File: src/hdl/mscrc_pkg.sv
`timescale 1ns / 1ps
`default_nettype none

package mscrc_pkg;

    // operation codes carried in s_tuser
    localparam logic OP_BUILD = 1'b0;
    localparam logic OP_CHECK = 1'b1;

    localparam logic [7:0] POLY_RESET = 8'h2F;
    localparam logic [2:0] FRAME_TAIL = 3'b010;

    localparam int IN_DATA_W  = 56;
    localparam int OUT_DATA_W = 48;
    localparam int HEAD_W     = 21;

    // one classified item, waiting for the second crc byte step
    typedef struct packed {
        logic              op;
        logic [7:0]        crc_mid;
        logic [7:0]        msg_b1;
        logic [7:0]        msg_b0;
        logic [HEAD_W-1:0] head;
        logic [7:0]        rx_crc;
        logic [7:0]        rx_data;
        logic              mism;
    } fr_entry_t;

    typedef struct packed {
        logic empty;
        logic full;
    } qs_t;

    // eight shifts of x, xor poly after each shift that drops a set top bit
    function automatic logic [7:0] crc_byte_step(input logic [7:0] x, input logic [7:0] poly);
        logic [7:0] c;
        c = x;
        for (int i = 0; i < 8; i++)
        begin
            if (c[7])
            begin
                c = {c[6:0], 1'b0} ^ poly;
            end
            else
            begin
                c = {c[6:0], 1'b0};
            end
        end
        return c;
    endfunction

endpackage

`default_nettype wire

File: src/hdl/mscrc_front.sv
`timescale 1ns / 1ps
`default_nettype none

module mscrc_front
    import mscrc_pkg::*;
(
    input  wire logic                 s_tvalid,
    output logic                      s_tready,
    input  wire logic [IN_DATA_W-1:0] s_tdata,
    input  wire logic                 s_tuser,
    input  wire logic [7:0]           poly,
    input  wire qs_t                  q_stat,
    output logic                      push,
    output fr_entry_t                 push_entry
);

    logic [4:0]  dev;
    logic [5:0]  regad;
    logic        all_p;
    logic [7:0]  data;
    logic [31:0] rx;
    logic [7:0]  msg_b2;

    assign dev   = s_tdata[4:0];
    assign regad = s_tdata[10:5];
    assign all_p = s_tdata[11];
    assign data  = s_tdata[19:12];
    assign rx    = s_tdata[51:20];

    assign s_tready = !q_stat.full;
    assign push     = s_tvalid && s_tready;

    always_comb
    begin
        push_entry    = '0;
        push_entry.op = s_tuser;
        if (s_tuser == OP_BUILD)
        begin
            // message is frame bits 31..11, bit 11 is zero
            push_entry.head   = {dev, regad, data, all_p, 1'b0};
            msg_b2            = {3'b000, dev};
            push_entry.msg_b1 = {regad, data[7:6]};
            push_entry.msg_b0 = {data[5:0], all_p, 1'b0};
        end
        else
        begin
            // message is received bits 31..10
            msg_b2             = {2'b00, rx[31:26]};
            push_entry.msg_b1  = rx[25:18];
            push_entry.msg_b0  = rx[17:10];
            push_entry.rx_crc  = rx[9:2];
            push_entry.rx_data = rx[20:13];
            push_entry.mism    = (rx[31:27] != dev) || (rx[26:21] != regad);
        end
        push_entry.crc_mid = crc_byte_step(msg_b2, poly);
    end

endmodule

`default_nettype wire

File: src/hdl/mscrc_queue.sv
`timescale 1ns / 1ps
`default_nettype none

module mscrc_queue
    import mscrc_pkg::*;
#(
    parameter int DEPTH = 2
)
(
    input  wire logic      clk,
    input  wire logic      rst_n,
    input  wire logic      push,
    input  wire fr_entry_t push_entry,
    input  wire logic      pop,
    output fr_entry_t      head_entry,
    output qs_t            stat
);

    localparam int AW = (DEPTH > 1) ? $clog2(DEPTH) : 1;
    localparam int CW = $clog2(DEPTH + 1);

    fr_entry_t       store_reg [DEPTH];
    logic [AW-1:0]   wr_ptr_reg;
    logic [AW-1:0]   wr_ptr_next;
    logic [AW-1:0]   rd_ptr_reg;
    logic [AW-1:0]   rd_ptr_next;
    logic [CW-1:0]   count_reg;
    logic [CW-1:0]   count_next;

    assign wr_ptr_next = (wr_ptr_reg == AW'(DEPTH - 1)) ? '0 : wr_ptr_reg + 1'b1;
    assign rd_ptr_next = (rd_ptr_reg == AW'(DEPTH - 1)) ? '0 : rd_ptr_reg + 1'b1;

    always_comb
    begin
        case ({push, pop})
            2'b10:   count_next = count_reg + 1'b1;
            2'b01:   count_next = count_reg - 1'b1;
            default: count_next = count_reg;
        endcase
    end

    always_ff @(posedge clk or negedge rst_n)
    begin
        if (!rst_n)
        begin
            wr_ptr_reg <= '0;
            rd_ptr_reg <= '0;
            count_reg  <= '0;
        end
        else
        begin
            if (push)
            begin
                wr_ptr_reg <= wr_ptr_next;
            end
            if (pop)
            begin
                rd_ptr_reg <= rd_ptr_next;
            end
            count_reg <= count_next;
        end
    end

    always_ff @(posedge clk)
    begin
        if (push)
        begin
            store_reg[wr_ptr_reg] <= push_entry;
        end
    end

    assign head_entry = store_reg[rd_ptr_reg];
    assign stat.empty = (count_reg == '0);
    assign stat.full  = (count_reg == CW'(DEPTH));

endmodule

`default_nettype wire

File: src/hdl/mscrc_back.sv
`timescale 1ns / 1ps
`default_nettype none

module mscrc_back
    import mscrc_pkg::*;
(
    input  wire logic                  clk,
    input  wire logic                  rst_n,
    input  wire logic [7:0]            poly,
    input  wire qs_t                   q_stat,
    input  wire fr_entry_t             head_entry,
    output logic                       pop,
    output logic                       m_tvalid,
    input  wire logic                  m_tready,
    output logic [OUT_DATA_W-1:0]      m_tdata
);

    logic                  out_valid_reg;
    logic [OUT_DATA_W-1:0] out_data_reg;
    logic [OUT_DATA_W-1:0] out_data_next;
    logic [7:0]            crc;

    assign pop = !q_stat.empty && (!out_valid_reg || m_tready);

    always_comb
    begin
        crc = crc_byte_step(head_entry.crc_mid ^ head_entry.msg_b1, poly) ^ head_entry.msg_b0;
        out_data_next = '0;
        if (head_entry.op == OP_BUILD)
        begin
            out_data_next[31:0] = {head_entry.head, crc, FRAME_TAIL};
        end
        else
        begin
            out_data_next[39:32] = head_entry.rx_data;
            out_data_next[40]    = (crc != head_entry.rx_crc);
            out_data_next[41]    = head_entry.mism;
        end
    end

    always_ff @(posedge clk or negedge rst_n)
    begin
        if (!rst_n)
        begin
            out_valid_reg <= 1'b0;
        end
        else if (pop)
        begin
            out_valid_reg <= 1'b1;
        end
        else if (m_tready)
        begin
            out_valid_reg <= 1'b0;
        end
    end

    always_ff @(posedge clk)
    begin
        if (pop)
        begin
            out_data_reg <= out_data_next;
        end
    end

    assign m_tvalid = out_valid_reg;
    assign m_tdata  = out_data_reg;

endmodule

`default_nettype wire

File: src/hdl/monitor_spi_frame_crc8_core.sv
`timescale 1ns / 1ps
`default_nettype none

// builds and checks 32-bit daisy-chain command frames with a programmable crc-8.
// a build item (s_tuser = 0) packs device address, register address, data byte and
// the all-parts bit, appends the msb-first crc-8 over frame bits 31..11 and the tail
// 010. a check item (s_tuser = 1) recomputes the crc over received bits 31..10 and
// compares it with bits 9..2, compares the echoed addresses with the expected ones
// and returns the data byte in bits 20..13. one item is accepted per cycle while
// m_tready is high. the front stage classifies the item and runs the first crc
// byte step, a small queue decouples it from the back stage, which runs the second
// byte step into the output register feeding the master side. the user must write the
// polynomial (reset 0x2f) through cfg_wen / cfg_wdata only while idle (not enforced).

module monitor_spi_frame_crc8_core
    import mscrc_pkg::*;
#(
    parameter int QUEUE_DEPTH = 2
)
(
    input  wire logic        clk,
    input  wire logic        rst_n,
    // config
    input  wire logic        cfg_wen,
    input  wire logic [7:0]  cfg_wdata,      // crc_polynomial
    // input items
    input  wire logic        s_tvalid,
    output logic             s_tready,
    // [4:0] device_address, [10:5] register_address, [11] all_parts,
    // [19:12] data_byte, [51:20] received_frame, [55:52] zero
    input  wire logic [55:0] s_tdata,
    input  wire logic        s_tuser,        // [0] operation
    // result items
    output logic             m_tvalid,
    input  wire logic        m_tready,
    // [31:0] frame_out, [39:32] read_data, [40] crc_error,
    // [41] address_mismatch, [47:42] zero
    output logic [47:0]      m_tdata
);

    logic [7:0] poly_reg;
    logic       push;
    logic       pop;
    fr_entry_t  push_entry;
    fr_entry_t  head_entry;
    qs_t        q_stat;

    // generator polynomial, implicit x^8
    always_ff @(posedge clk or negedge rst_n)
    begin
        if (!rst_n)
        begin
            poly_reg <= POLY_RESET;
        end
        else if (cfg_wen)
        begin
            poly_reg <= cfg_wdata;
        end
    end

    // front: accept, classify, first crc byte step
    mscrc_front u_front (
        .s_tvalid   (s_tvalid),
        .s_tready   (s_tready),
        .s_tdata    (s_tdata),
        .s_tuser    (s_tuser),
        .poly       (poly_reg),
        .q_stat     (q_stat),
        .push       (push),
        .push_entry (push_entry)
    );

    // decoupling queue
    mscrc_queue #(
        .DEPTH (QUEUE_DEPTH)
    ) u_queue (
        .clk        (clk),
        .rst_n      (rst_n),
        .push       (push),
        .push_entry (push_entry),
        .pop        (pop),
        .head_entry (head_entry),
        .stat       (q_stat)
    );

    // back: second crc byte step, compare, pack, output register
    mscrc_back u_back (
        .clk        (clk),
        .rst_n      (rst_n),
        .poly       (poly_reg),
        .q_stat     (q_stat),
        .head_entry (head_entry),
        .pop        (pop),
        .m_tvalid   (m_tvalid),
        .m_tready   (m_tready),
        .m_tdata    (m_tdata)
    );

    // an accepted item is waiting in the queue on the next cycle
    a_push_lands: assert property (@(posedge clk) disable iff (!rst_n)
        push |=> !q_stat.empty)
        else $error("accepted item missing from queue");

    // a built frame always carries the tail, and then no check fields
    a_build_clean: assert property (@(posedge clk) disable iff (!rst_n)
        m_tvalid && m_tdata[1] |-> m_tdata[47:32] == 16'h0000)
        else $error("build result with check fields set");

    // a check result carries no frame
    a_check_clean: assert property (@(posedge clk) disable iff (!rst_n)
        m_tvalid && !m_tdata[1] |-> m_tdata[31:0] == 32'h0000_0000 && m_tdata[47:42] == 6'd0)
        else $error("check result with frame bits set");

endmodule

`default_nettype wire
File: config.mk
export PLATFORM = sky130hd
export DESIGN_NAME = monitor_spi_frame_crc8_core
export DESIGN_NICKNAME = d
export VERILOG_FILES = /design/src/hdl/mscrc_pkg.sv /design/src/hdl/mscrc_front.sv /design/src/hdl/mscrc_queue.sv /design/src/hdl/mscrc_back.sv /design/src/hdl/monitor_spi_frame_crc8_core.sv
export SDC_FILE = /design/constraint.sdc
export NUM_CORES = 1
export LEC_CHECK = 0
export ABC_AREA = 1
export ABC_CLOCK_PERIOD_IN_PS = 7000
export BUFFER_PORTS_ARGS = -buffer_cell sky130_fd_sc_hd__buf_2
export CAP_MARGIN = 0
export CORE_MARGIN = 2
export CORE_UTILIZATION = 40
export CTS_BUF_LIST = sky130_fd_sc_hd__clkbuf_16
export DETAILED_ROUTE_END_ITERATION = 16
export HOLD_SLACK_MARGIN = 0.05
export PLACE_DENSITY = 0.6
export SYNTH_ARGS = -nofsm -noshare
export SYNTH_HDL_FRONTEND = slang
export SYNTH_SLANG_ARGS = --single-unit
File: constraint.sdc
create_clock -name clk -period 7 [get_ports clk]
set_clock_uncertainty 0.15 [all_clocks]
set_input_delay 1.4 -clock clk [delete_from_list [all_inputs] [get_ports clk]]
set_output_delay 1.4 -clock clk [all_outputs]
set_load 0.01 [all_outputs]
Word level (Yosys, flattened, before mapping):

Memories as Yosys holds them, arrays and structs flattened.
Index checks and enable logic that the tools add are counted.

* register bits: 55
* bits in writable memories: 126
* input port bits: 70
* output and inout bits: 50
* word-level logic and storage cells: 75
* memories kept: 1

* $add $sub $neg: 4
* equality and inequality tests: 6
* muxes and demuxes: 28
* bitwise logic cells: 18
* reductions and logical operators: 10

Memory list
* u_queue.store_reg: words 2, bits a word 63, rd ports 1, clocked after memory_dff 0, write ports 1, line mscrc_queue.sv:22 `fr_entry_t store_reg [DEPTH];`

Operator list (number)
* $xor A8 B8 Y8: 17
* $mux W8: 16
* $mux W21: 1
* $mux W17: 1
* $mux W16: 1
* $ne A8 B8 Y1: 1
* $xor A7 B8 Y8: 1
* $mux W1: 6
* $mux W6: 1
* $ne A6 B6 Y1: 1
* $ne A5 B5 Y1: 1
* $eq A2 B2 Y1 const B: 2
* $pmux W2 S2: 1
* $reduce_bool A2 Y1: 2
* $logic_not A1 Y1: 3
* $add A1 B1 Y1 const B: 2
* $add A2 B1 Y2 const B: 1
* $eq A2 B1 Y1 const B: 1
* $logic_and A1 B1 Y1: 2
* $logic_not A2 Y1: 1
* $logic_or A1 B1 Y1: 2
* $mux W2: 1
* $sub A2 B1 Y2 const B: 1

Depth between registers and ports, before layout:

Gate-level depths: netlist of the first run.
An unclocked memory read counts as a cell.

* word-level depth: 20
* depth in mapped cells: 39
* mapped depth without buffers: 36

Hierarchy:

Synthesis of the first run repeated with hierarchy kept, for this count alone.

* cells, all modules: 1189
* area, all modules: 10446.3 µm²

By module, submodules not included
* mscrc_queue: instances 1, cells an instance 353, area an instance 4873.4 µm², seq. area each 3883.7 µm²
* mscrc_back: instances 1, cells an instance 482, area an instance 3638.5 µm², seq. area each 1226.2 µm²
* mscrc_front: instances 1, cells an instance 320, area an instance 1622.8 µm², seq. area each 0.0 µm²
* monitor_spi_frame_crc8_core: instances 1, cells an instance 34, area an instance 311.5 µm², seq. area each 206.4 µm²

Worst setup path before layout of the first run:

No wires, ideal clock.

* path kind: input to register
* from: input port s_tvalid
* to: memory u_queue.store_reg[1][0] (netlist name), enable pin
* setup time: 484 ps
* arrival: 4110 ps
* required time: 6366 ps
* setup slack: 2256 ps
* cell stages on the path: 2
* path buffers: 0
* cell sequence: nand2_1 nor2_1

* word-level cells in the longest chain between the ends: 3

Ends and longest elaborated chain
* from (decl): line monitor_spi_frame_crc8_core.sv:27 `input wire logic s_tvalid,`
* $logic_and A1 B1 Y1: line mscrc_front.sv:31 `assign push = s_tvalid && s_tready;`
* $mux W1: line mscrc_queue.sv:66 `if (push)`
* $mux W1 (implied by the code): line mscrc_queue.sv:68 `store_reg[wr_ptr_reg] <= push_entry;`
* to (decl): line mscrc_queue.sv:22

No other way between the ends.

Worst setup path in the final report of the first run:

* from: register u_queue.rd_ptr_reg
* to: register u_back.out_data_reg[40] (netlist: u_back.m_tdata[40]), data pin

* word-level cells in the longest chain between the ends: 19
* elaborated cells between the ends (all ways): 20
* classes of those cells: eq/ne (1); mux (8); bitwise (10); memory (1)

Ends and longest elaborated chain
* from (decl): line mscrc_queue.sv:25 `logic [AW-1:0] rd_ptr_reg;`
* from (signal assigned): line mscrc_queue.sv:58 `rd_ptr_reg <= rd_ptr_next;`
* $mem_v2 Z2 W63 *
* $xor A8 B8 Y8: line mscrc_back.sv:27 `crc = crc_byte_step(head_entry.crc_mid ^ head_entry.msg_b1, poly) ^ head_entry.msg_b0;`
* $xor A8 B8 Y8 / $mux W8 (equally long branches): line mscrc_pkg.sv:42, mscrc_pkg.sv:40
* $mux W8 / $xor A8 B8 Y8 (equally long branches): line mscrc_pkg.sv:40, mscrc_pkg.sv:42
* $xor A8 B8 Y8 / $mux W8 (equally long branches): line mscrc_pkg.sv:42, mscrc_pkg.sv:40
* $mux W8 / $xor A8 B8 Y8 (equally long branches): line mscrc_pkg.sv:40, mscrc_pkg.sv:42
* $xor A8 B8 Y8 / $mux W8 (equally long branches): line mscrc_pkg.sv:42, mscrc_pkg.sv:40
* $mux W8 / $xor A8 B8 Y8 (equally long branches): line mscrc_pkg.sv:40, mscrc_pkg.sv:42
* [... 3 more ...]
* $mux W8 / $xor A8 B8 Y8 (equally long branches): line mscrc_pkg.sv:40, mscrc_pkg.sv:42
* $xor A8 B8 Y8 / $mux W8 (equally long branches): line mscrc_pkg.sv:42, mscrc_pkg.sv:40
* $mux W8 / $xor A8 B8 Y8 (equally long branches): line mscrc_pkg.sv:40, mscrc_pkg.sv:42
* $xor A8 B8 Y8 / $mux W8 (equally long branches): line mscrc_pkg.sv:42, mscrc_pkg.sv:40
* $mux W8 / $xor A8 B8 Y8 (equally long branches): line mscrc_pkg.sv:40, mscrc_pkg.sv:42
* $mux W8: line mscrc_pkg.sv:40 `if (c[7])`
* $xor A8 B8 Y8: line mscrc_back.sv:27
* $ne A8 B8 Y1: line mscrc_back.sv:36 `out_data_next[40] = (crc != head_entry.rx_crc);`
* to (signal assigned): line mscrc_back.sv:61 `out_data_reg <= out_data_next;`
* to (decl): line mscrc_back.sv:19 `logic [OUT_DATA_W-1:0] out_data_reg;`

Every way passes the cells marked *; elsewhere a longest branch is shown, timed or not.
A chain may end at the register's enable or synchronous reset.

==> impl_metrics.json, run 1 <==
{
  "largest_register_ffs": 124,
  "die-width_um": 159.9,
  "crit_top_cell": "nand2_1",
  "dpl.hpwl_um": 14480,
  "cap_violations": 0,
  "synth_cell_types": 37,
  "grt_max_degree": 65,
  "ys_seq_area_frac": 0.5376,
  "rsz0062_at_grt": "no",
  "r2r_slack_ns": 1.78,
  "grt_use_met3": 0.02364,
  "cpPeakStageDelay_ns": 0.62,
  "grt_pass1_wl_um": 34730,
  "clockBufferDepth": 2,
  "synthTopCellsByArea": "edfxtp_1 (50%), nand2_1 (15%), inv_1 (5.2%)",
  "worstSetupPathType": "reg -> reg",
  "reg2reg_from": "u_queue.rd_ptr_reg",
  "fin_cells": 1537,
  "relSlewSlack": 0.3796,
  "critPathLaunch": "u_queue.rd_ptr_reg",
  "period_minus_slack_ns": 5.217,
  "p_leak_uw": 0.005270,
  "cts_hold_buf": 0,
  "firstDrtPassIters": 6,
  "ys.flop_type": "edfxtp_1",
  "ir_worst_vdd_mv": 0.3080,
  "clk_pin_slew_ns": 0.07,
  "top_usage_layer": "met2",
  "num_antenna_cells": 0,
  "place.gp.congestion": 0.8249,
  "drive_above_1_share": 0.1748,
  "finalSetupViolCount": 0,
  "crit_arrival_ns": 5.24,
  "grt_overflow": 0,
  "setup_tns_ns": 0,
  "core_region_area_um2": 24110,
  "min_path_type": "reg -> reg",
  "slowest_stage": "buf_4",
  "track_usage": 0.1723,
  "synth_area_um2": 9722,
  "grt_pass1_vias": 6939,
  "layout_common_cells": "nand2_1 (401), edfxtp_1 (163), inv_1 (135)",
  "die_area_um2": 25570,
  "crit_path_start_kind": "flop",
  "synth_edf_count": 163,
  "clock_latency_ns": 0.43,
  "pin_count": 120,
  "drv_slew": 0,
  "start_util": 0.4033,
  "worstSetupEndpoint": "u_back.m_tdata[40]",
  "numCtsBuffers": 17,
  "totalWireLength_um": 21320,
  "use_met2": 0.3101,
  "areaGrowthSynthToFinish_pct": 13.76,
  "routed_via_density": 4.619,
  "synth_top_area_share": 0.5035,
  "syn_inst": 1111,
  "yosys_warnings": 0,
  "clock-sinks": 176,
  "clock.fmax_mhz": 191.7,
  "via_count": 7099,
  "syn_avg_cell_area_um2": 8.751,
  "async_flop_share": 0.07386,
  "worstSetupEndpointType": "flop",
  "row_count": 57,
  "tightest_slew_ns": 0.9284,
  "post-cts-setup-buffers": 0,
  "gr-usage-met1": 0.2165,
  "final_nets": 1271,
  "status": "finished clean",
  "antenna_found_initial": 0,
  "worstPathRequired_ns": 7.02,
  "drt_iter0_drc": 382,
  "port_buffers": 104,
  "cts_tree": "yes",
  "cp_max_fo": 63,
  "finalHoldViolCount": 0,
  "antenna_left": 0,
  "min_period_over_period": 0.7453,
  "r2r_cells": 32,
  "r2r-end": "u_back.m_tdata[40]",
  "routedWlPerCell_um": 13.87,
  "cts_root_buf": "clkbuf_16",
  "htreeDepth": 4,
  "final_common_cell": "nand2_1",
  "numPlacedInstances": 1505,
  "fillers": 2351,
  "die_h_um": 159.9,
  "drc": 0,
  "cts-resized-gates": 0,
  "power_density_nw_per_um2": 549.7,
  "synth-seq-cells": 176,
  "synth_largest_area_cell": "edfxtp_1"
}
-- synthesized netlist by cell type, drive strengths merged (8+ instances only) --
| master | number |
|---|---|
| nand2 | 427 |
| edfxtp | 163 |
| inv | 136 |
| nor2 | 87 |
| nand3 | 57 |
| o21ai | 45 |
| xor2 | 43 |
| xnor2 | 30 |
| buf | 29 |
| clkbuf | 20 |
| or2 | 15 |
| a21oi | 14 |
| dfrtp | 8 |
-- power breakdown --
group	switching [uW]	internal (uW)
clock network	423	539
registers	120	1610
logic	2280	1120
-- how the worst min path moves through the flow --
| stage | startpoint | cells past startpoint | endpoint | slack [ns] |
|---|---|---|---|---|
| after floorplan | u_queue.count_reg[0] | 1 | u_queue.count_reg[0] | 0.33 |
| after global placement | u_queue.count_reg[0] | 1 | u_queue.count_reg[0] | 0.36 |
| after detailed placement | u_queue.count_reg[0] | 1 | u_queue.count_reg[0] | 0.37 |
| after CTS | u_queue.count_reg[0] | 1 | u_queue.count_reg[0] | 0.38 |
| after global routing | u_queue.count_reg[0] | 1 | u_queue.count_reg[0] | 0.41 |
| final | u_queue.count_reg[0] | 1 | u_queue.count_reg[0] | 0.38 |
-- layer usage --
| metal | up-vias | wire, um |
|---|---|---|
| met1 | 3295 | 9468 |
| li1 | 3658 | - |
| met2 | 131 | 10810 |
| met5 | - | 0 |
| met3 | 15 | 787 |
| met4 | 0 | 256 |
-- area by class of cell --
class | count | area (um^2) | area share
clock buffer | 17 | 425.4 | 0.03847
tap | 324 | 405.4 | 0.03666
multi-input combinational | 752 | 3717 | 0.3361
sequential | 176 | 5228 | 0.4727
timing repair buffer | 111 | 573.1 | 0.05182
inverter | 142 | 533.0 | 0.04820
clock inverter | 15 | 177.7 | 0.01607
-- per-stage QoR --
| step | setup WS [ns] | hold slack (ns) | utilization | total power (uW) | area, um^2 |
|---|---|---|---|---|---|
| floorplan | 2.256 | 0.3320 | - | 4630 | 9752 |
| global placement | 1.549 | 0.3558 | 0.4338 | 5090 | 10460 |
| detailed placement | 1.500 | 0.3661 | 0.4338 | 5160 | 10460 |
| CTS | 1.725 | 0.3780 | 0.4588 | 6134 | 11060 |
| global route | 1.233 | 0.4060 | 0.4588 | 6686 | 11060 |
| finish | 1.783 | 0.3765 | 0.4588 | 6079 | 11060 |
-- critical path: cells and delay by family, from the launching register on --
family | cells | cell delay (ns)
and+or+nand+nor | 31 | 3.63
buffers and inverters | 1 | 0.62
DFF | 1 | 0.52
-- cell families after synthesis --
logic type | count (synthesis) | synth area share
XOR/XNOR | 73 | 0.06577
flip-flops | 176 | 0.5376
AO/OA/AOI/OAI | 61 | 0.03192
AND/OR/NAND/NOR | 602 | 0.2707
buffers and inverters | 191 | 0.08623
multiplexers | 6 | 0.006178
adder cells (fa/ha/maj) | 1 | 0.001287
other | 1 | 0.0003857
Note: power is estimated with default switching activity, not from simulation.
==> run 2, diff against run 1 <==
--- a/config.mk
+++ b/config.mk
@@ -6,7 +6,7 @@
 export NUM_CORES = 1
 export LEC_CHECK = 0
 export ABC_AREA = 1
-export ABC_CLOCK_PERIOD_IN_PS = 7000
+export ABC_CLOCK_PERIOD_IN_PS = 4300
 export BUFFER_PORTS_ARGS = -buffer_cell sky130_fd_sc_hd__buf_2
 export CAP_MARGIN = 0
 export CORE_MARGIN = 2
@@ -14,7 +14,7 @@
 export CTS_BUF_LIST = sky130_fd_sc_hd__clkbuf_16
 export DETAILED_ROUTE_END_ITERATION = 16
 export HOLD_SLACK_MARGIN = 0.05
-export PLACE_DENSITY = 0.6
+export PLACE_DENSITY = 0.62
 export SYNTH_ARGS = -nofsm -noshare
 export SYNTH_HDL_FRONTEND = slang
 export SYNTH_SLANG_ARGS = --single-unit
==> constraint.sdc (replaced) <==
create_clock -name clk -period 4.3 [get_ports clk]
set_clock_uncertainty 0.15 [all_clocks]
set_input_delay 0.86 -clock clk [delete_from_list [all_inputs] [get_ports clk]]
set_output_delay 0.86 -clock clk [all_outputs]
set_load 0.01 [all_outputs]
==> run 2 against run 1 <==
Effect of this change: flip-flop and latch count did not move; register-to-register slack got worse by 1.5 ns; die area unchanged; critical path type unchanged; critical endpoint unchanged; largest cell class unchanged; highest routed layer is now met5.
==> impl_metrics.json, run 2 (same netlist as run 1, synthesis figures left out) <==
{
  "status": "finished clean",
  "place.gp.congestion": 0.8163,
  "crit_path_start_kind": "flop",
  "internal-power_uw": 5875,
  "totalWireLength_um": 21700,
  "totalPowerFinal_uw": 10750,
  "period_minus_slack_ns": 4.002,
  "critPathTopFamily": "simple AND/OR/NAND/NOR gates",
  "pwr-share-comb": 0.594,
  "cap_violations": 0,
  "sequentialPowerShare": 0.258,
  "start_util": 0.4033,
  "worstPathRequired_ns": 4.32,
  "min_path_type": "in -> async",
  "cts_tree": "yes",
  "p_leak_uw": 0.005469,
  "grt_pass1_wl_um": 34040,
  "use_met2": 0.2999,
  "dp_slack_ns": 0.1650,
  "row_count": 57,
  "num_antenna_cells": 0,
  "cts_hold_buf": 0,
  "p_sw_uw": 4876,
  "finalWorstSetupSlack_ns": 0.2978,
  "clock-sinks": 176,
  "clock_latency_ns": 0.43,
  "drc": 0,
  "antenna_left": 0,
  "final_cell_area_um2": 11430,
  "die_h_um": 159.9,
  "die_area_um2": 25570,
  "cp.buffers_inverters": 7,
  "min_period_over_period": 0.9307,
  "power_density_nw_per_um2": 940.4,
  "numPlacedInstances": 1525,
  "grt_use_met3": 0.03013,
  "drv_slew": 0,
  "slowest_stage": "dfrtp_2",
  "pin_count": 120,
  "grt_overflow": 0,
  "track_usage": 0.1697,
  "clock.fmax_mhz": 249.9,
  "clockPowerShare": 0.148,
  "clk_pin_slew_ns": 0.07,
  "tightest_slew_ns": 0.8913,
  "drive_above_1_share": 0.2002,
  "worstSetupPathType": "reg -> reg",
  "numCtsBuffers": 17,
  "layout_common_cells": "nand2_1 (401), edfxtp_1 (163), inv_1 (134)",
  "cpPeakStageDelay_ns": 0.46,
  "via_count": 7249,
  "areaGrowthSynthToFinish_pct": 17.59,
  "grt_max_degree": 63,
  "cts_root_buf": "clkbuf_16",
  "gr-usage-met1": 0.2137,
  "grt_pass1_vias": 6774,
  "firstDrtPassIters": 5,
  "finalHoldViolCount": 0,
  "routed_via_density": 4.608,
  "port_buffers": 104,
  "relSlewSlack": 0.4058,
  "fillers": 2326,
  "setup_tns_ns": 0,
  "largest_register_ffs": 124,
  "clockBufferDepth": 2,
  "p_sw_frac": 0.4535,
  "core_region_area_um2": 24110,
  "antenna_found_initial": 1,
  "cp_max_fo": 20,
  "dpl.hpwl_um": 14730,
  "die-width_um": 159.9,
  "final_nets": 1307,
  "finalSetupViolCount": 0,
  "final_common_cell": "nand2_1",
  "drt_iter0_drc": 419,
  "crit_top_cell": "nand2_1",
  "htreeDepth": 4,
  "worstSetupEndpointType": "flop",
  "placed_area_um2": 10620,
  "ir_worst_vdd_mv": 0.5977,
  "routedWlPerCell_um": 13.79,
  "fin_cells": 1573,
  "crit_arrival_ns": 4.02,
  "top_usage_layer": "met2"
}
==> run 2: timing repair <==
action,4_1_cts,5_1_grt
buffers inserted,0,14
gates resized for setup,0,9
setup endpoints to repair,0,1
==> run 2: path summary, 6_finish.rpt <==
check | start | to | slack, ns | cells after the start
hold / removal | rst_n | u_queue.count_reg[0] | 0.17 | 1
max in group asynchronous | rst_n | poly_reg[1] | 3.55 | 1
setup reg to reg | u_queue.rd_ptr_reg | u_back.m_tdata[40] | 0.30 | 31
min in group clk | u_queue.count_reg[0] | u_queue.count_reg[0] | 0.37 | 1
setup / recovery | u_queue.rd_ptr_reg | u_back.m_tdata[40] | 0.30 | 31
hold reg to reg | u_queue.count_reg[0] | u_queue.count_reg[0] | 0.37 | 1
==> run 2: per-layer routing <==
layer | part of all wire | wire length [um]
met1 | 0.44 | 9564
met2 | 0.51 | 11050
met3 | 0.036 | 788
met4 | 0.013 | 280
met5 | 0.00060 | 13
==> run 2: final cells by class <==
| class | count | area (um^2) | share of cell area |
|---|---|---|---|
| Inverter | 142 | 535.5 | 0.04684 |
| Timing Repair Buffer | 146 | 873.3 | 0.07639 |
| Sequential cell | 176 | 5228 | 0.4573 |
| Clock inverter | 15 | 196.4 | 0.01718 |
| Clock buffer | 17 | 425.4 | 0.03721 |
| Multi-Input combinational cell | 753 | 3769 | 0.3296 |
| Tap cell | 324 | 405.4 | 0.03546 |
==> run 2: through the flow <==
step | util | hold slack [ns]
6_report | 0.4743 | 0.1655
5_1_grt | 0.4743 | 0.1701
4_1_cts | 0.4663 | 0.1580
3_5_place_dp | 0.4405 | 0.3611
3_3_place_gp | 0.4405 | 0.3557
2_1_floorplan | - | 0.3320
==> run 2: power groups by stage <==
| stage | sequential [uW] | clock, uW | combinational [uW] |
|---|---|---|---|
| finish | 2770 | 1590 | 6380 |
| global route | 2830 | 1690 | 7210 |
| CTS | 2780 | 1620 | 5750 |
| detailed placement | 2810 | 0 | 5730 |
| global placement | 2790 | 0 | 5660 |
| floorplan | 2920 | 0 | 4620 |
